## src/hw/rtl/rqff_pkg.sv

```systemverilog
// ----------------------------------------------------------------------------
// rqff_pkg: shared types of the read quality fragment filter
// Verdict codes, configuration register indexes and the structs that travel
// between the front, the summary queue and the back.
// ----------------------------------------------------------------------------
package rqff_pkg;

  // Number of fragment banks. It is also the depth of the summary queue.
  localparam int unsigned NUM_BANKS = 2;

  // Fragment count field, wide enough for the largest fragment table.
  localparam int unsigned FRAG_CNT_W = 6;

  localparam int unsigned CFG_IDX_W  = 2;
  localparam int unsigned CFG_DATA_W = 9;

  localparam logic [CFG_IDX_W-1:0] CFG_LOW_QUALITY_CHAR = 2'd0;
  localparam logic [CFG_IDX_W-1:0] CFG_REJECT_SCALE     = 2'd1;
  localparam logic [CFG_IDX_W-1:0] CFG_MIN_FRAGMENT_LEN = 2'd2;
  localparam logic [CFG_IDX_W-1:0] CFG_SPLIT_CHAR       = 2'd3;

  typedef enum logic [1:0] {
    VERDICT_KEPT     = 2'd0,
    VERDICT_REJECT   = 2'd1,
    VERDICT_NO_FRAG  = 2'd2,
    VERDICT_TOO_LONG = 2'd3
  } rqff_verdict_e;

  typedef struct packed {
    logic [7:0] low_quality_char;
    logic [7:0] reject_scale;
    logic [8:0] min_fragment_len;
    logic [7:0] split_char;
  } rqff_cfg_t;

  // Write of one kept fragment into the fragment table.
  typedef struct packed {
    logic                  en;
    logic                  bank;
    logic [FRAG_CNT_W-1:0] idx;
    logic [7:0]            start;
    logic [8:0]            length;
  } rqff_frag_wr_t;

  // Outcome of one finished read.
  typedef struct packed {
    logic                  bank;
    logic [FRAG_CNT_W-1:0] count;
    rqff_verdict_e         verdict;
  } rqff_summary_t;

  // The back hands a fragment bank back to the front.
  typedef struct packed {
    logic valid;
    logic bank;
  } rqff_release_t;

  typedef struct packed {
    rqff_verdict_e verdict;
    logic [7:0]    start;
    logic [8:0]    length;
    logic          last;
  } rqff_result_t;

endpackage

```

## src/hw/rtl/rqff_front.sv

```systemverilog
// ----------------------------------------------------------------------------
// rqff_front: per-base classification
// Counts low quality bases, tracks runs between split characters, writes
// kept runs to the fragment table and posts a summary at the end of a read.
// ----------------------------------------------------------------------------
module rqff_front #(
  parameter int unsigned MAX_READ  = 256,
  parameter int unsigned MAX_FRAGS = 8
) (
  input  logic                   clk_i,
  input  logic                   rst_ni,
  input  rqff_pkg::rqff_cfg_t    cfg_i,
  input  logic                   push_i,
  output logic                   full_o,
  input  logic [7:0]             base_char_i,
  input  logic [7:0]             quality_char_i,
  input  logic                   read_end_i,
  output rqff_pkg::rqff_frag_wr_t frag_wr_o,
  output logic                   sum_push_o,
  output rqff_pkg::rqff_summary_t sum_o,
  input  rqff_pkg::rqff_release_t release_i
);

  localparam int unsigned PW   = $clog2(MAX_READ + 1);
  localparam int unsigned LW   = PW + 8;
  localparam int unsigned CW   = (PW > 9) ? PW : 9;
  localparam int unsigned KW   = $clog2(MAX_FRAGS + 1);
  localparam int unsigned CntW = rqff_pkg::FRAG_CNT_W;
  localparam int unsigned NB   = rqff_pkg::NUM_BANKS;

  logic [PW-1:0] pos_q, pos_d;
  logic [PW-1:0] run_start_q, run_start_d;
  logic [PW-1:0] run_len_q, run_len_d;
  logic [LW-1:0] low_prod_q, low_prod_d;
  logic [KW-1:0] kept_q, kept_d;
  logic          ovf_q, ovf_d;
  logic          bank_q, bank_d;
  logic [NB-1:0] busy_q, busy_d;

  logic          accept;
  logic          split_now;
  logic          close_req;
  logic [PW-1:0] close_len;
  logic          keep;
  logic [KW-1:0] kept_after;
  rqff_pkg::rqff_verdict_e verdict;

  always_comb begin
    pos_d       = pos_q;
    run_start_d = run_start_q;
    run_len_d   = run_len_q;
    low_prod_d  = low_prod_q;
    kept_d      = kept_q;
    ovf_d       = ovf_q;
    bank_d      = bank_q;
    busy_d      = busy_q;
    split_now   = 1'b0;
    verdict     = rqff_pkg::VERDICT_KEPT;

    accept = push_i && !busy_q[bank_q];

    if (accept && !ovf_q) begin
      if (pos_q == PW'(MAX_READ)) begin
        ovf_d = 1'b1;
      end else begin
        if (quality_char_i < cfg_i.low_quality_char) begin
          low_prod_d = low_prod_q + LW'(cfg_i.reject_scale);
        end
        if (base_char_i == cfg_i.split_char) begin
          split_now   = 1'b1;
          run_start_d = pos_q + PW'(1);
          run_len_d   = '0;
        end else begin
          run_len_d = run_len_q + PW'(1);
        end
        pos_d = pos_q + PW'(1);
      end
    end

    // A split closes the previous run; the end of a read closes the current
    // one. Both at once leave an empty current run, so one close suffices.
    close_req  = accept && (split_now || (read_end_i && !ovf_d));
    close_len  = split_now ? run_len_q : run_len_d;
    keep       = close_req && (close_len != '0) &&
                 (CW'(close_len) >= CW'(cfg_i.min_fragment_len)) &&
                 (kept_q < KW'(MAX_FRAGS));
    kept_after = kept_q + KW'(keep);
    kept_d     = kept_after;

    if (ovf_d) begin
      verdict = rqff_pkg::VERDICT_TOO_LONG;
    end else if (low_prod_d > LW'(pos_d)) begin
      verdict = rqff_pkg::VERDICT_REJECT;
    end else if (kept_after == '0) begin
      verdict = rqff_pkg::VERDICT_NO_FRAG;
    end

    if (release_i.valid) begin
      busy_d[release_i.bank] = 1'b0;
    end

    if (accept && read_end_i) begin
      busy_d[bank_q] = 1'b1;
      bank_d         = ~bank_q;
      pos_d          = '0;
      run_start_d    = '0;
      run_len_d      = '0;
      low_prod_d     = '0;
      kept_d         = '0;
      ovf_d          = 1'b0;
    end
  end

  always_ff @(posedge clk_i or negedge rst_ni) begin
    if (!rst_ni) begin
      pos_q       <= '0;
      run_start_q <= '0;
      run_len_q   <= '0;
      low_prod_q  <= '0;
      kept_q      <= '0;
      ovf_q       <= 1'b0;
      bank_q      <= 1'b0;
      busy_q      <= '0;
    end else begin
      pos_q       <= pos_d;
      run_start_q <= run_start_d;
      run_len_q   <= run_len_d;
      low_prod_q  <= low_prod_d;
      kept_q      <= kept_d;
      ovf_q       <= ovf_d;
      bank_q      <= bank_d;
      busy_q      <= busy_d;
    end
  end

  assign full_o = busy_q[bank_q];

  assign frag_wr_o.en     = keep;
  assign frag_wr_o.bank   = bank_q;
  assign frag_wr_o.idx    = CntW'(kept_q);
  assign frag_wr_o.start  = 8'(run_start_q);
  assign frag_wr_o.length = 9'(close_len);

  assign sum_push_o    = accept && read_end_i;
  assign sum_o.bank    = bank_q;
  assign sum_o.count   = CntW'(kept_after);
  assign sum_o.verdict = verdict;

  // An overflowed read records no fragments.
  a_ovf_no_write: assert property (@(posedge clk_i) disable iff (!rst_ni)
    (accept && ovf_q) |-> !frag_wr_o.en)
    else $error("fragment written for an overflowed read");

endmodule

```

## src/hw/rtl/rqff_sum_fifo.sv

```systemverilog
// ----------------------------------------------------------------------------
// rqff_sum_fifo: summary queue between front and back
// Two entries, one for each fragment bank.
// ----------------------------------------------------------------------------
module rqff_sum_fifo (
  input  logic                    clk_i,
  input  logic                    rst_ni,
  input  logic                    push_i,
  input  rqff_pkg::rqff_summary_t data_i,
  input  logic                    pop_i,
  output logic                    valid_o,
  output rqff_pkg::rqff_summary_t data_o
);

  localparam int unsigned NB = rqff_pkg::NUM_BANKS;

  rqff_pkg::rqff_summary_t entry_q [NB];
  logic                    wr_ptr_q, wr_ptr_d;
  logic                    rd_ptr_q, rd_ptr_d;
  logic [1:0]              cnt_q, cnt_d;

  always_comb begin
    wr_ptr_d = push_i ? ~wr_ptr_q : wr_ptr_q;
    rd_ptr_d = pop_i ? ~rd_ptr_q : rd_ptr_q;
    cnt_d    = cnt_q + 2'(push_i) - 2'(pop_i);
  end

  always_ff @(posedge clk_i or negedge rst_ni) begin
    if (!rst_ni) begin
      wr_ptr_q <= 1'b0;
      rd_ptr_q <= 1'b0;
      cnt_q    <= '0;
    end else begin
      wr_ptr_q <= wr_ptr_d;
      rd_ptr_q <= rd_ptr_d;
      cnt_q    <= cnt_d;
    end
  end

  always_ff @(posedge clk_i) begin
    if (push_i) begin
      entry_q[wr_ptr_q] <= data_i;
    end
  end

  assign valid_o = (cnt_q != 2'd0);
  assign data_o  = entry_q[rd_ptr_q];

  // Bank ownership bounds the queue; a push into a full queue is a slip.
  a_no_overflow: assert property (@(posedge clk_i) disable iff (!rst_ni)
    push_i |-> (cnt_q != 2'd2) || pop_i)
    else $error("summary queue overflow");

endmodule

```

## src/hw/rtl/rqff_back.sv

```systemverilog
// ----------------------------------------------------------------------------
// rqff_back: result emission
// Holds the two-bank fragment table, walks the kept fragments of each read
// summary and feeds a two-entry result queue.
// ----------------------------------------------------------------------------
module rqff_back #(
  parameter int unsigned MAX_FRAGS = 8
) (
  input  logic                    clk_i,
  input  logic                    rst_ni,
  input  rqff_pkg::rqff_frag_wr_t frag_wr_i,
  input  logic                    sum_valid_i,
  input  rqff_pkg::rqff_summary_t sum_i,
  output logic                    sum_pop_o,
  output rqff_pkg::rqff_release_t release_o,
  input  logic                    pop_i,
  output logic                    empty_o,
  output rqff_pkg::rqff_result_t  result_o
);

  localparam int unsigned Depth = rqff_pkg::NUM_BANKS * MAX_FRAGS;
  localparam int unsigned AW    = (Depth > 1) ? $clog2(Depth) : 1;
  localparam int unsigned CntW  = rqff_pkg::FRAG_CNT_W;

  logic [7:0] mem_start [Depth];
  logic [8:0] mem_len   [Depth];

  logic [AW-1:0] waddr, raddr;
  logic [CntW-1:0] idx_q, idx_d;

  logic       st_valid_q;
  rqff_pkg::rqff_verdict_e st_verdict_q;
  logic       st_last_q;
  logic [7:0] rd_start_q;
  logic [8:0] rd_len_q;

  rqff_pkg::rqff_result_t ofifo_q [2];
  rqff_pkg::rqff_result_t push_word;
  logic       owr_ptr_q, ord_ptr_q;
  logic [1:0] ocnt_q, ocnt_d;

  logic pop_ok, room, issue, is_kept, last;

  assign waddr = frag_wr_i.bank ? (AW'(MAX_FRAGS) + AW'(frag_wr_i.idx)) : AW'(frag_wr_i.idx);
  assign raddr = sum_i.bank ? (AW'(MAX_FRAGS) + AW'(idx_q)) : AW'(idx_q);

  always_comb begin
    pop_ok  = pop_i && (ocnt_q != 2'd0);
    // Issue only if the result queue still has a place when the staged word
    // lands in it.
    room    = ({1'b0, ocnt_q} + {2'b0, st_valid_q}) <= (3'd1 + {2'b0, pop_ok});
    issue   = sum_valid_i && room;
    is_kept = (sum_i.verdict == rqff_pkg::VERDICT_KEPT);
    last    = !is_kept || ((idx_q + CntW'(1)) == sum_i.count);
    idx_d   = idx_q;
    if (issue) begin
      idx_d = last ? '0 : idx_q + CntW'(1);
    end
    ocnt_d = ocnt_q + 2'(st_valid_q) - 2'(pop_ok);

    push_word.verdict = st_verdict_q;
    push_word.last    = st_last_q;
    if (st_verdict_q == rqff_pkg::VERDICT_KEPT) begin
      push_word.start  = rd_start_q;
      push_word.length = rd_len_q;
    end else begin
      push_word.start  = '0;
      push_word.length = '0;
    end
  end

  assign sum_pop_o       = issue && last;
  assign release_o.valid = issue && last;
  assign release_o.bank  = sum_i.bank;

  always_ff @(posedge clk_i) begin
    if (frag_wr_i.en) begin
      mem_start[waddr] <= frag_wr_i.start;
      mem_len[waddr]   <= frag_wr_i.length;
    end
    if (issue && is_kept) begin
      rd_start_q <= mem_start[raddr];
      rd_len_q   <= mem_len[raddr];
    end
    if (issue) begin
      st_verdict_q <= sum_i.verdict;
      st_last_q    <= last;
    end
    if (st_valid_q) begin
      ofifo_q[owr_ptr_q] <= push_word;
    end
  end

  always_ff @(posedge clk_i or negedge rst_ni) begin
    if (!rst_ni) begin
      idx_q      <= '0;
      st_valid_q <= 1'b0;
      owr_ptr_q  <= 1'b0;
      ord_ptr_q  <= 1'b0;
      ocnt_q     <= '0;
    end else begin
      idx_q      <= idx_d;
      st_valid_q <= issue;
      owr_ptr_q  <= owr_ptr_q ^ st_valid_q;
      ord_ptr_q  <= ord_ptr_q ^ pop_ok;
      ocnt_q     <= ocnt_d;
    end
  end

  assign empty_o  = (ocnt_q == 2'd0);
  assign result_o = ofifo_q[ord_ptr_q];

  a_result_room: assert property (@(posedge clk_i) disable iff (!rst_ni)
    (st_valid_q && !pop_ok) |-> (ocnt_q != 2'd2))
    else $error("result queue overflow");

  a_kept_nonzero: assert property (@(posedge clk_i) disable iff (!rst_ni)
    (sum_valid_i && (sum_i.verdict == rqff_pkg::VERDICT_KEPT)) |-> (sum_i.count != '0))
    else $error("kept verdict without fragments");

endmodule

```

## src/hw/rtl/read_quality_fragment_filter_top.sv

```systemverilog
// ----------------------------------------------------------------------------
// read_quality_fragment_filter_top: read quality filter with fragment split
// Takes a read one base per word, rejects reads with too many low quality
// bases and reports the runs between split characters that are long enough.
// ----------------------------------------------------------------------------
//
//   channel   handshake               payload
//   -------   ---------------------   --------------------------------------
//   bases     push / full             base_char_i, quality_char_i, read_end_i
//   results   pop / empty             verdict_o, fragment_start_o,
//                                     fragment_length_o, last_of_read_o
//   config    cfg_valid_i/cfg_ready_o cfg_index_i, cfg_data_i
//
// The front takes one base word every cycle while full is low. At the final
// base it posts a summary of the read to a two-entry queue; the back then
// emits one result word per cycle while results are popped, through the
// fragment table read stage. The front stalls (full high) only at the start
// of a read when both fragment banks still hold reads that the back has not
// yet emitted. Reset clears all control state at once; there is no clearing
// pass, and results may be taken at any pace without losing base throughput
// until both banks are occupied.
// ----------------------------------------------------------------------------
module read_quality_fragment_filter_top #(
  parameter int unsigned MAX_READ  = 256,
  parameter int unsigned MAX_FRAGS = 8
) (
  input  logic                             clk_i,
  input  logic                             rst_ni,
  // Base words.
  input  logic                             push,
  output logic                             full,
  input  logic [7:0]                       base_char_i,
  input  logic [7:0]                       quality_char_i,
  input  logic                             read_end_i,
  // Result words.
  output logic                             empty,
  input  logic                             pop,
  output logic [1:0]                       verdict_o,
  output logic [7:0]                       fragment_start_o,
  output logic [8:0]                       fragment_length_o,
  output logic                             last_of_read_o,
  // Configuration writes.
  input  logic                             cfg_valid_i,
  output logic                             cfg_ready_o,
  input  logic [rqff_pkg::CFG_IDX_W-1:0]   cfg_index_i,
  input  logic [rqff_pkg::CFG_DATA_W-1:0]  cfg_data_i
);

  // Configuration registers. The user must write them only while the block is
  // idle; the block does not enforce this, and writes are always taken.
  rqff_pkg::rqff_cfg_t cfg_q, cfg_d;

  always_comb begin
    cfg_d = cfg_q;
    if (cfg_valid_i) begin
      case (cfg_index_i)
        rqff_pkg::CFG_LOW_QUALITY_CHAR: cfg_d.low_quality_char = cfg_data_i[7:0];
        rqff_pkg::CFG_REJECT_SCALE:     cfg_d.reject_scale     = cfg_data_i[7:0];
        rqff_pkg::CFG_MIN_FRAGMENT_LEN: cfg_d.min_fragment_len = cfg_data_i[8:0];
        rqff_pkg::CFG_SPLIT_CHAR:       cfg_d.split_char       = cfg_data_i[7:0];
        default: cfg_d = cfg_q;
      endcase
    end
  end

  always_ff @(posedge clk_i or negedge rst_ni) begin
    if (!rst_ni) begin
      cfg_q.low_quality_char <= 8'd53;
      cfg_q.reject_scale     <= 8'd10;
      cfg_q.min_fragment_len <= 9'd29;
      cfg_q.split_char       <= 8'd78;
    end else begin
      cfg_q <= cfg_d;
    end
  end

  assign cfg_ready_o = 1'b1;

  // Front to back wiring: fragment table writes, the summary queue and the
  // bank handback that lets the front reuse a bank.
  rqff_pkg::rqff_frag_wr_t frag_wr;
  rqff_pkg::rqff_summary_t sum_in, sum_out;
  rqff_pkg::rqff_release_t bank_release;
  rqff_pkg::rqff_result_t  result;
  logic                    sum_push, sum_pop, sum_valid;

  rqff_front #(
    .MAX_READ  (MAX_READ),
    .MAX_FRAGS (MAX_FRAGS)
  ) u_front (
    .clk_i          (clk_i),
    .rst_ni         (rst_ni),
    .cfg_i          (cfg_q),
    .push_i         (push),
    .full_o         (full),
    .base_char_i    (base_char_i),
    .quality_char_i (quality_char_i),
    .read_end_i     (read_end_i),
    .frag_wr_o      (frag_wr),
    .sum_push_o     (sum_push),
    .sum_o          (sum_in),
    .release_i      (bank_release)
  );

  rqff_sum_fifo u_sum_fifo (
    .clk_i   (clk_i),
    .rst_ni  (rst_ni),
    .push_i  (sum_push),
    .data_i  (sum_in),
    .pop_i   (sum_pop),
    .valid_o (sum_valid),
    .data_o  (sum_out)
  );

  rqff_back #(
    .MAX_FRAGS (MAX_FRAGS)
  ) u_back (
    .clk_i       (clk_i),
    .rst_ni      (rst_ni),
    .frag_wr_i   (frag_wr),
    .sum_valid_i (sum_valid),
    .sum_i       (sum_out),
    .sum_pop_o   (sum_pop),
    .release_o   (bank_release),
    .pop_i       (pop),
    .empty_o     (empty),
    .result_o    (result)
  );

  assign verdict_o         = result.verdict;
  assign fragment_start_o  = result.start;
  assign fragment_length_o = result.length;
  assign last_of_read_o    = result.last;

endmodule
```

## config.mk

```make
export PLATFORM = sky130hd
export DESIGN_NAME = read_quality_fragment_filter_top
export DESIGN_NICKNAME = d
export VERILOG_FILES = /design/src/hw/rtl/rqff_pkg.sv /design/src/hw/rtl/rqff_front.sv /design/src/hw/rtl/rqff_sum_fifo.sv /design/src/hw/rtl/rqff_back.sv /design/src/hw/rtl/read_quality_fragment_filter_top.sv
export SDC_FILE = /design/constraint.sdc
export NUM_CORES = 1
export LEC_CHECK = 0
export BUFFER_PORTS_ARGS = -buffer_cell sky130_fd_sc_hd__buf_2
export CORE_MARGIN = 2
export CORE_UTILIZATION = 62
export DETAILED_ROUTE_END_ITERATION = 8
export PLACE_DENSITY = 0.84
export SETUP_SLACK_MARGIN = 0.3
export SYNTH_ARGS = -nofsm -noshare
export SYNTH_HDL_FRONTEND = slang
export SYNTH_SLANG_ARGS = --single-unit
```

## constraint.sdc

```tcl
create_clock -name clk_i -period 7.1 [get_ports clk_i]
set_input_delay 0.355 -clock clk_i [delete_from_list [all_inputs] [get_ports clk_i]]
set_output_delay 0.355 -clock clk_i [all_outputs]
set_load 0.01 [all_outputs]
```

==> impl_results.md, run 1 <==
* Post-synthesis mux area share at 13.8%
* Mean area per synthesized cell at 16.7 um^2
* Antenna-violating nets left at 0
* Syn nets at 1232
* Yosys warning count at 0
* Setup_tns at 0 ns
* Clock Latency Late Sink at 0.56 ns
* Layout cell share with drive strength beyond 1 at 26.4%
* PortBufs at 54
* Synth Area in Adders at 3.34%
* Endpoints failing setup at 0
* Number of global-route vias before repair at 10.9k
* Worst Setup End Kind: flop
* Largest net degree at the start of global routing at 73
* Status: finished clean
* FP Rows at 64
* Data arrival time of the critical path at 6.07 ns
* CTS Buf Count at 45
* Area of the multi-input gates at 0.00606 mm^2
* FF-to-FF End: u_sum_fifo.entry_q[0][1]$_DFFE_PP_
* Post-DP HPWL at 24700 um
* Gr usage total at 26.0%
* Worst setup SP type: flop
* CTS tree: built
* Net count, final at 1318
* CP Max Fanout at 17
* Hold depth at 2
* RSZ-0062 raised after global routing: no
* Max Buffers Root-to-Sink at 3
* Die W at 180 um
* Clock Sinks at 445
* Critical hold path startpoint: cfg_data_i[8]
* Most used standard cell by instance count after synthesis: edfxtp_1
* Pins over their slew limit at 0
* Crit-path max cell delay at 0.99 ns
* Max Cap Violations at 0
* Hold Violations, Final at 0
* CP required at 7.39 ns
* Post-synth EDFFs at 346
* Clock root cell: clkbuf_16
* CP Cell Sequence: mux2i_4, inv_4, nor2_8, o211a_1, and2_1, xor2_1, ha_1, nor2b_1, o21ai_0, a211oi_1, o21ai_2, buf_4, nor2_1, ha_1, ha_1, xor2_1, nor4_1, a311o_1
* Total gr overflow at 0
* Initial antenna violation count at 4
* Top cell type by total area after synthesis: edfxtp_1
* Top cell type's share of synthesized area at 54.2%
* Synth Area in Compound Gates at 2.99%
* WS Path Type: reg2reg
* Commonest register cell after synthesis: edfxtp_1
* FILL cells at 1813
* Simple-gate share of the synthesized area at 7.57%
* Worst reg2reg path startpoint: u_front.bank_q$_DFFE_PN0P_
* Largest family of logic cells by synthesized area: multiplexers
* Synth Register Bits at 445
* Area of the die at 0.0323 mm^2
* Post-CTS setup buffers at 0
* Leading post-synthesis cells by instance count: edfxtp_1 (346), dfrtp_1 (85), mux4_2 (85), nor2_1 (75), mux2_2 (53)
* Min-Delay Endpoint: cfg_q[16]$_DFFE_PN0P_
* Register area at 0.0129 mm^2
* Crit path buf inv count at 2
* Ports at 56
* Tmin final at 5.78 ns
* First-pass GRT wire length at 63900 um
* H-tree levels at 2
* Critical path's top delay family: compound AO/OA/AOI/OAI gates
* Clk_skew at 0.0389 ns
* Asr flop ratio synth at 22.2%
* Power per cell area at 358 mW/mm^2
* Avg WL per Cell at 24.6 um
* Synth area leaders: edfxtp_1 (54%), dfrtp_1 (11%), mux4_2 (10%)
* CP max-delay cell: xor2_1
* DRT Pass-1 Iters at 7
* Reg2Reg Setup Slack at 1.32 ns
* Yosys cell types at 66
* Period Utilization, post-route at 81.5%
* Area Overhead vs Synth at 13.2%
* Post-route DRC violation count at 0
* Tightest Pin Transition at 1.27 ns
* Wirelength, routed at 41000 um
* Die Span Y at 180 um
* Core area at 0.0305 mm^2
* Cell Area, Synth at 0.0192 mm^2
* Peak supply drop at 0.265 mV
* Max frequency at 173 MHz
* Via density at 6.27
* Cells after Synth at 1149
* Min-Delay Path Class: in2reg
* Seq/Total Area, Yosys at 67.2%
* Via count at 10.5k
* Slew HR at 15.1%
* Most frequent CP cell: ha_1
* Post-synthesis xor/xnor area fraction at 3.20%
* Initial DRC count at 970
* GP Congestion at 0.827
* Total Power at 7.76 mW
* Clk slew on worst S/H paths at 0.06 ns
* Initial Util at 62.8%
* Reg2Reg Depth at 18
* Leakage Power at 8.06 nW
## worst max-delay path by stage
stage / start / to / depth (start not counted)
floorplan: u_front.bank_q$_DFFE_PN0P_ / u_back.mem_len[10][0]$_DFFE_PP_ / 13
CTS: u_front.bank_q$_DFFE_PN0P_ / u_back.mem_start[9][4]$_DFFE_PP_ / 14
finish: u_front.bank_q$_DFFE_PN0P_ / u_sum_fifo.entry_q[0][1]$_DFFE_PP_ / 18
global placement: u_front.bank_q$_DFFE_PN0P_ / u_back.mem_start[9][1]$_DFFE_PP_ / 14
global route: u_front.bank_q$_DFFE_PN0P_ / u_back.mem_len[9][7]$_DFFE_PP_ / 14
detailed placement: u_front.bank_q$_DFFE_PN0P_ / u_sum_fifo.entry_q[0][1]$_DFFE_PP_ / 18
## per-stage QoR
| stage | worst slack, ns | hold slack (ns) | util [%] | cell area (um^2) | std cells |
|---|---|---|---|---|---|
| floorplan | 1.83 | 0.0594 | - | 19200 | 1149 |
| global placement | 1.76 | 0.408 | 65.9 | 20100 | 1583 |
| detailed placement | 1.27 | 0.416 | 65.9 | 20100 | 1583 |
| CTS | 1.31 | 0.0377 | 71.1 | 21700 | 1668 |
| global route | 0.930 | 0.0412 | 71.1 | 21700 | 1668 |
| finish | 1.32 | 0.0444 | 71.1 | 21700 | 1669 |
## cell families after synthesis
kind of cell / Yosys count
buffers and inverters: 85
adders and majority gates: 50
DFF: 445
and+or+nand+nor: 258
other: 1
AOI/OAI and AO/OA: 89
xor gates and xnor gates: 70
muxes: 151
## layout make-up
class                           instances  share of cell area (%)
Antenna cell                            1                  0.0115
Clock buffer                           58                    5.51
Clock inverter                         26                    1.79
Inverter                               39                   0.687
Multi-Input combinational cell        619                    27.9
Sequential cell                       445                    59.4
Tap cell                              396                    2.28
Timing Repair Buffer                   85                    2.34
## cells in the final DEF, fill, tap and decap left out, types with 21 or more instances in the layout
cell,n
xnor2_1,43
nand2_1,44
xor2_1,26
inv_1,38
nor2_1,75
clkbuf_16,45
nand3_1,21
edfxtp_1,346
o21ai_0,25
dfrtp_1,83
and2_1,36
ha_1,48
mux4_2,85
buf_4,31
buf_2,53
mux2_2,53
## per-layer routing
metal | vias up | global-route usage (%) | routed length [um]
met5 | - | 0 | 42
met4 | 6 | 8.62 | 1260
met3 | 93 | 4.32 | 2960
met2 | 472 | 44.8 | 21500
met1 | 5306 | 33.9 | 15300
li1 | 4589 | - | -
## repair_timing
action,in CTS,in global routing
hold endpoints to repair,37,0
gates resized for setup,0,0
hold buffers,1,0
## flip-flops by register name, indices dropped and copies added, names as in the netlist, 9 cells and up
name,count
u_front.low_prod_q,17
u_back.mem_start,128
cfg_q,33
u_back.ofifo_q,40
u_front.run_len_q,9
u_back.rd_len_q,9
u_sum_fifo.entry_q,14
u_front.pos_q,9
u_back.mem_len,144
## report_power, final
group,internal (mW),switching [mW],total (mW)
clock,1.50,0.997,2.49
sequential,3.21,0.194,3.40
combinational,0.805,1.06,1.86
No activity file was read; power rests on OpenSTA's default activity.
==> run 2, diff against run 1 <==
==> constraint.sdc (replaced) <==
create_clock -name clk_i -period 5.44 [get_ports clk_i]
set_input_delay 0.272 -clock clk_i [delete_from_list [all_inputs] [get_ports clk_i]]
set_output_delay 0.272 -clock clk_i [all_outputs]
set_load 0.01 [all_outputs]
==> impl_results.md, run 2 (synthesized netlist as in run 1, its figures left out) <==
* Status: finished clean
* CP max-delay cell: dfrtp_2
* Endpoints failing setup at 0 (unchanged)
* Net count, final at 1324 (+0.46%)
* Power per cell area at 458 mW/mm^2 (+28%)
* Post-Layout Inst Area at 0.0216 mm^2 (-0.60%)
* Hold Violations, Final at 0 (unchanged)
* Die W at 180 um (unchanged)
* CTS Buf Count at 44 (-2.2%)
* Die Span Y at 180 um (unchanged)
* Clk slew on worst S/H paths at 0.06 ns (about the same)
* Initial Util at 62.8% (unchanged)
* Via count at 10.6k (+1.2%)
* CTS tree: built
* Core area at 0.0305 mm^2 (unchanged)
* M1 WL at 15800 um (+3.8%)
* Met3 routed WL at 3130 um (+5.7%)
* PortBufs at 54 (unchanged)
* Commonest non-fill, non-tap cell in the layout: edfxtp_1
* Initial antenna violation count at 1 (-3)
* Total Power at 9.88 mW (+27%)
* Area of the die at 0.0323 mm^2 (unchanged)
* First-pass GRT wire length at 64200 um (+0.56%)
* Avg WL per Cell at 24.8 um (+0.90%)
* Biggest regs: u_back.mem_len x144, u_back.mem_start x128, u_back.ofifo_q x40
* Total gr overflow at 0 (unchanged)
* Max Buffers Root-to-Sink at 3 (unchanged)
* Clock share of power at 29.9% (-2.2 points)
* Clock Latency Late Sink at 0.54 ns (-0.02 ns)
* Critical path's top delay family: compound AO/OA/AOI/OAI gates
* Worst Setup End Kind: flop
* Max frequency at 209 MHz (+21%)
* DRT Pass-1 Iters at 4 (-3)
* FP Rows at 64 (unchanged)
* Data arrival time of the critical path at 5.05 ns (-1.02 ns)
* Worst setup SP type: flop
* Post-CTS setup buffers at 0 (unchanged)
* H-tree levels at 2 (unchanged)
* Crit path buf inv count at 3 (+1)
* Initial DRC count at 940 (-3.1%)
* Max reg flops at 144 (unchanged)
* CP required at 5.72 ns (-1.67 ns)
* DR WL met2 at 21500 um (+0.31%)
* Tmin final at 4.78 ns (-1.01 ns)
* Most frequent CP cell: ha_1
* NetSw at 2.93 mW (+30%)
* Largest net degree at the start of global routing at 56 (-23%)
* Area Overhead vs Synth at 12.5%
* CP Max Fanout at 19 (+2)
* Pins over their slew limit at 0 (unchanged)
* Setup_tns at 0 ns (unchanged)
* Gr usage total at 26.0% (+0.081 points)
* Clock root cell: clkbuf_16
* Net Sw Frac at 29.6% (+0.66 points)
* Slew HR at 33.7% (+19 points)
* CP Cell Sequence: mux2i_4, inv_4, nor2_8, nand2_4, nor4_1, xor2_1, buf_4, ha_1, a2111o_1, o21ai_2, buf_4, nor2_1, ha_1, ha_1, xor2_1, nor4_1, a311o_1
* Peak supply drop at 0.347 mV (+31%)
* Via density at 6.34 (+1.1%)
* Max Cap Violations at 0 (unchanged)
* Clock Sinks at 445 (unchanged)
* Placed cell areas at 0.0201 mm^2 (+0.22%)
* Gate power share at 24.7% (+0.7 points)
* Antenna-violating nets left at 0 (unchanged)
* Ports at 56 (unchanged)
* Top Layer Used: met5
* Top reg by flops: u_back.mem_len
* RSZ-0062 raised after global routing: no
* ANT cells at 0 (-1)
* Number of global-route vias before repair at 11.1k (+1.9%)
* Post-DP HPWL at 26000 um (+5.3%)
* Most frequent cells in the layout: edfxtp_1 (346), mux4_2 (85), dfrtp_1 (82)
* Crit-path max cell delay at 0.48 ns (-0.51 ns)
* WS Path Type: reg2reg
* Min-Delay Path Class: in2reg
* Leakage Power at 8.02 nW (-0.45%)
* Clk_skew at 0.0234 ns (-0.0156 ns)
* Tightest Pin Transition at 0.995 ns (-0.274 ns)
* Internal at 6.95 mW (+26%)
* Wirelength, routed at 41400 um (+1.1%)
* Sequential share of power at 45.4% (+1.5 points)
* GP Congestion at 0.847 (+2.5%)
* Period Utilization, post-route at 87.8% (+6.4 points)
* Post-route DRC violation count at 0 (unchanged)
* Layout cell share with drive strength beyond 1 at 26.3% (-0.083 points)
-- run 2: cell count changes in the layout (fill, tap and decap cells not counted), moves of 2 or more --
| cell | previous run | this run |
|---|---|---|
| clkinvlp_4 | 3 | 1 |
| clkinv_2 | 6 | 8 |
| bufinv_16 | 8 | 4 |
| clkinv_1 | 4 | 11 |
| clkbuf_1 | 11 | 8 |
| buf_4 | 31 | 37 |
-- run 2: final cells by class --
| cell class | count | area (um^2) |
|---|---|---|
| clock buffer | 54 | 1160 |
| clock inverter | 27 | 240 |
| fill | 1857 | 8950 |
| inverter | 39 | 149 |
| multi-input combinational | 619 | 6060 |
| sequential | 445 | 12900 |
| tap | 396 | 495 |
| timing repair buffer | 92 | 563 |
-- run 2: worst paths after layout --
kind,start,end,slack [ns],cells after the start
setup / recovery,u_front.bank_q$_DFFE_PN0P_,u_sum_fifo.entry_q[0][1]$_DFFE_PP_,0.66,17
hold / removal,cfg_data_i[4],cfg_q[29]$_DFFE_PN1P_,0.01,3
setup reg to reg,u_front.bank_q$_DFFE_PN0P_,u_sum_fifo.entry_q[0][1]$_DFFE_PP_,0.66,17
hold reg to reg,u_back.st_last_q$_DFFE_PP_,u_back.ofifo_q[0][0]$_DFFE_PP_,0.46,0
max in group asynchronous,rst_ni,u_back.idx_q[0]$_DFFE_PN0P_,3.98,3
min in group asynchronous,rst_ni,u_front.run_len_q[8]$_DFF_PN0_,0.33,2
-- run 2: per-stage QoR --
step                setup slack [ns]  instances  utilization, %  hold WS [ns]
global route                   0.385       1672            70.7        0.0202
detailed placement             0.690       1589            66.0         0.376
floorplan                      0.167       1149               -       -0.0236
CTS                            0.570       1672            70.7       0.00762
global placement               0.841       1589            66.0         0.369
finish                         0.662       1672            70.7        0.0122
-- run 2: what timing repair did --
| item | in CTS | in global routing |
|---|---|---|
| hold buffers | 2 | 0 |
| endpoints found under the setup margin | 0 | 2 |
| hold endpoints to repair | 47 | 0 |
| gates resized for setup | 0 | 1 |
-- run 2: worst min-delay path: cells and delay by family --
family                 cells  cell delay (ns)
buffers and inverters      1             0.14
AOI/OAI and AO/OA          1             0.07
and+or+nand+nor            1             0.06
-- run 2: power groups by stage --
stage / clock [mW] / sequential (mW) / combinational, mW
after floorplan: 0 / 4.37 / 1.82
after global placement: 0 / 4.52 / 2.29
after detailed placement: 0 / 4.56 / 2.40
after CTS: 2.99 / 4.49 / 2.45
after global routing: 3.12 / 4.53 / 2.68
final: 2.95 / 4.48 / 2.44
-- run 2: routing by layer --
layer  global-route usage, %  vias to the layer above
li1                        -                     4598
met1                    34.5                     5449
met2                    44.4                      468
met3                    5.21                       78
met4                    7.51                        2
met5                       0                        -
